File: src/rtl/hcao_pkg.sv
// Shared types, constants and arithmetic helpers for the hardware cursor overlay.
package hcao_pkg;

  // Frame coordinates at or beyond this bound never show the cursor.
  localparam int FRAME_MAX_DIM = 4096;

  localparam int COORD_W = 12;
  localparam int PIXEL_W = 32;
  localparam int DIM_W   = 7;
  localparam int CFG_W   = 12;

  // Configuration register indexes.
  typedef enum logic [2:0] {
    CFG_ENABLE = 3'd0,
    CFG_LEFT   = 3'd1,
    CFG_TOP    = 3'd2,
    CFG_COLS   = 3'd3,
    CFG_ROWS   = 3'd4
  } cfg_idx_t;

  // Transaction function codes.
  typedef enum logic {
    FUNC_LOAD  = 1'b0,
    FUNC_PIXEL = 1'b1
  } func_t;

  // Window decode results for one input transaction.
  typedef struct packed {
    logic load_ok;    // cursor load lands inside the configured cursor size
    logic in_cursor;  // frame pixel falls inside the enabled cursor rectangle
  } hcao_win_t;

  // Exact floor(v / 255) for any v up to 255 * 255.
  function automatic logic [7:0] div255(input logic [15:0] v);
    logic [16:0] t;
    begin
      t = {1'b0, v} + 17'd1 + {9'd0, v[15:8]};
      return t[15:8];
    end
  endfunction

endpackage

File: src/rtl/hcao_blend.sv
// Per-byte alpha blend of a cursor pixel over a frame pixel, with BGRA to RGBA swap.
module hcao_blend (
  input  logic                        in_cursor,
  input  logic [hcao_pkg::PIXEL_W-1:0] frame_word,
  input  logic [hcao_pkg::PIXEL_W-1:0] cursor_word,
  output logic [hcao_pkg::PIXEL_W-1:0] result
);
  import hcao_pkg::*;

  logic [7:0]         alpha;
  logic [7:0]         inv_alpha;
  logic [PIXEL_W-1:0] mixed;
  logic [15:0]        sum [3];

  assign alpha     = cursor_word[31:24];
  assign inv_alpha = 8'hff - alpha;

  // Blend each colour byte; the frame alpha byte passes through.
  always_comb begin
    mixed[31:24] = frame_word[31:24];
    for (int i = 0; i < 3; i++) begin
      sum[i] = 16'(frame_word[8*i +: 8] * inv_alpha) + 16'(cursor_word[8*i +: 8] * alpha);
      if (!in_cursor || alpha == 8'h00) begin
        mixed[8*i +: 8] = frame_word[8*i +: 8];
      end else if (alpha == 8'hff) begin
        mixed[8*i +: 8] = cursor_word[8*i +: 8];
      end else begin
        mixed[8*i +: 8] = div255(sum[i]);
      end
    end
  end

  // Swap bytes 0 and 2.
  assign result = {mixed[31:24], mixed[7:0], mixed[15:8], mixed[23:16]};

endmodule

File: config.mk
export PLATFORM = sky130hd
export DESIGN_NAME = hcao_blend
export DESIGN_NICKNAME = d
export VERILOG_FILES = /design/src/rtl/hcao_pkg.sv /design/src/rtl/hcao_blend.sv
export SDC_FILE = /design/constraint.sdc
export NUM_CORES = 1
export LEC_CHECK = 0
export BUFFER_PORTS_ARGS = -buffer_cell sky130_fd_sc_hd__buf_2
export CORE_MARGIN = 2
export CORE_UTILIZATION = 55
export DETAILED_ROUTE_END_ITERATION = 8
export PLACE_DENSITY = 0.83
export SLEW_MARGIN = 5
export SYNTH_ARGS = -nofsm -noshare
export SYNTH_HDL_FRONTEND = slang
export SYNTH_SLANG_ARGS = --single-unit
File: constraint.sdc
create_clock -name vclk -period 10.08
set_clock_uncertainty 0.1 [all_clocks]
set_input_delay 1.512 -clock vclk [all_inputs]
set_output_delay 1.512 -clock vclk [all_outputs]
set_load 0.01 [all_outputs]
==> metrics.md <==
| Metric | Value |
|---|---|
| Outcome | `finished, final reports clean` |
| Final Max Tran Viols | `0` |
| Worst EP required | `around 8.5 ns` |
| Drt drc | `0` |
| Number of I/O port buffers | `81` |
| First-pass GRT wire length | `approximately 63000 µm` |
| Top post-synthesis cells by count | `inv_1, fa_1, ha_1` |
| CP Max Fanout | `34` |
| Site row count | `60` |
| Die Width | `roughly 170 µm` |
| Die height | `170.2 µm` |
| Largest area contributor in the netlist | `fa_1` |
| Flip-flop and latch count | `0` |
| Startpoint Class | `primary input` |
| Setup violations, final | `0` |
| Final Cycle Share | `0.9817` |
| Number of global-route vias before repair | `about 13000` |
| Dpl ws | `-0.07057 ns` |
| Fin nets | `around 2400` |
| CP arrival | `between 8 and 9 ns` |
| Worst Setup End Kind | `output pin` |
| CP Capture Point | `result[14]` |
| Final WS setup | `around 0.18 ns` |
| Multi-input logic area | `about 14000 µm²` |
| Fmax | `~0.10 GHz` |
| Post-route minimum period | `between 9 and 10 ns` |
| Share of layout cells above drive strength 1 | `0.1201` |
| Cells after Synth | `between 1500 and 2000` |
| Via/cell ratio | `5.498` |
| Crit path from | `cursor_word[29]` |
| Initial Util | `0.5619` |
| Worst slew pin tran | `0.6601 ns` |
| Post-DRT Antenna Nets | `0` |
| Max_slew headroom | `0.5599` |
| Hold Path Class | `primary input to output pin` |
| RSZ-0062 raised after global routing | `yes` |
| Drt first pass iters | `7` |
| HPWL reported at the end of detailed placement | `30850 µm` |
| Hold_sp | `frame_word[28]` |
| Final hold vios | `0` |
| Largest net degree at the start of global routing | `48` |
| Crit path max-delay cell type | `fa_1` |
| I/O pin count | `97` |
| Syn_area_per_cell | `8.492 µm²` |
| WL per Instance | `roughly 17 µm` |
| Vias | `approximately 12000` |
| Synth cell types | `between 60 and 70` |
| Top cell type's share of synthesized area | `0.3797` |
| Post-Syn Area | `roughly 15000 µm²` |
| DR iter-0 viols | `594` |
| Reg area | `0 µm²` |
| Fill cells | `approximately 2200` |
| Largest stage delay, worst path | `~0.53 ns` |
| Core area | `around 27000 µm²` |
| Grt ovf | `0` |
| Most used cell, CP | `fa_1` |
| Routed wire length | `roughly 38000 µm` |
| Layout Utilization | `0.6206` |
| TNS Setup | `0 ns` |
| Top-count cell post-synth | `inv_1` |
| Layout clock buffers | `0` |
| GRT Util Overall | `0.2693` |
| RD Place Congestion | `0.8843` |
| Die area | `~29000 µm²` |
| MaxCap Viol Count | `0` |
| Initial antenna violation count | `1` |
| Yosys warning total | `0` |
| Sequential fraction of the synthesis area | `0` |
| Ranking of synthesized cells by area | `fa_1, ha_1, inv_1` |
| Setup CP Type | `primary input to output pin` |
| Synth-to-layout area growth | `10.45%` |
## cell usage in the layout (no fill, tap or decap), types with 4 or more instances in the layout
cell,n
nand3b_1,4
mux2i_1,4
a211oi_2,4
nand2_1,138
buf_2,75
xnor2_1,41
nor3_1,9
o221ai_2,4
o21a_1,10
nand4_1,6
a211o_1,6
xor2_1,12
inv_1,446
nand3_1,6
nor2_1,27
fa_1,286
o21ai_0,18
ha_4,7
buf_6,8
a21o_1,25
ha_1,198
buf_4,66
xnor2_2,6
o221ai_1,17
a21oi_2,8
nand2b_1,86
nor2b_1,120
buf_12,6
a21oi_1,20
and2_1,120
nor3b_1,4
and3_1,5
## metrics by stage
stage	instance area, µm²	hold slack [ns]	cells
2_1_floorplan	15190	3.016	1790
3_3_place_gp	16310	2.924	2209
3_5_place_dp	16310	2.924	2209
4_1_cts	16330	2.924	2209
5_1_grt	16770	2.924	2214
6_report	16770	2.924	2215
## layer usage
layer	share of wire	track usage	up-vias
li1	-	-	5577
met1	0.39	0.3336	6068
met4	0.034	0.08027	0
met5	0	0	-
met2	0.51	0.4896	429
met3	0.071	0.03419	104
## critical path, delay by kind of cell
kind	cells	cell delay [ns]
adder cells (fa/ha/maj)	8	3.53
AO/OA/AOI/OAI	8	1.64
AND/OR/NAND/NOR	3	0.73
buffers and inverters	7	0.70
XOR/XNOR	1	0.13
## worst min-delay path by stage
| stage | slack (ns) | to | cells after the start |
|---|---|---|---|
| 6_report | 2.92 | result[28] | 0 |
| 3_5_place_dp | 2.92 | result[24] | 0 |
| 4_1_cts | 2.92 | result[24] | 0 |
| 2_1_floorplan | 3.02 | result[24] | 1 |
| 3_3_place_gp | 2.92 | result[24] | 0 |
| 5_1_grt | 2.92 | result[30] | 0 |
## repair_timing
item | 4_1_cts | 5_1_grt
pin swaps | 1 | 48
setup endpoints to repair | 9 | 24
buffers inserted | 0 | 5
hold buffers | 0 | 0
gates resized for setup | 4 | 77
endpoints found under the hold margin | 0 | 0
## area by class of cell
class | count | area share
antenna | 1 | 0.0001492
inverter | 447 | 0.1000
multi-input combinational | 1269 | 0.8090
tap | 341 | 0.02544
timing repair buffer | 157 | 0.06535
## cells by family (layout without fill, tap and decap cells)
kind of cell / count (synthesis) / after routing / synth area share
buffers and inverters: 521 / 604 / 0.1321
other: 1 / 4 / 0.0002470
adder cells (fa/ha/maj): 495 / 495 / 0.5503
AND/OR/NAND/NOR: 550 / 550 / 0.2021
AO/OA/AOI/OAI: 153 / 153 / 0.07449
multiplexers: 6 / 6 / 0.004120
XOR/XNOR: 62 / 62 / 0.03667
Power is left out: the tool's default activity adds up to more than one toggle a clock period on the data nets, which glitch-free logic cannot reach.
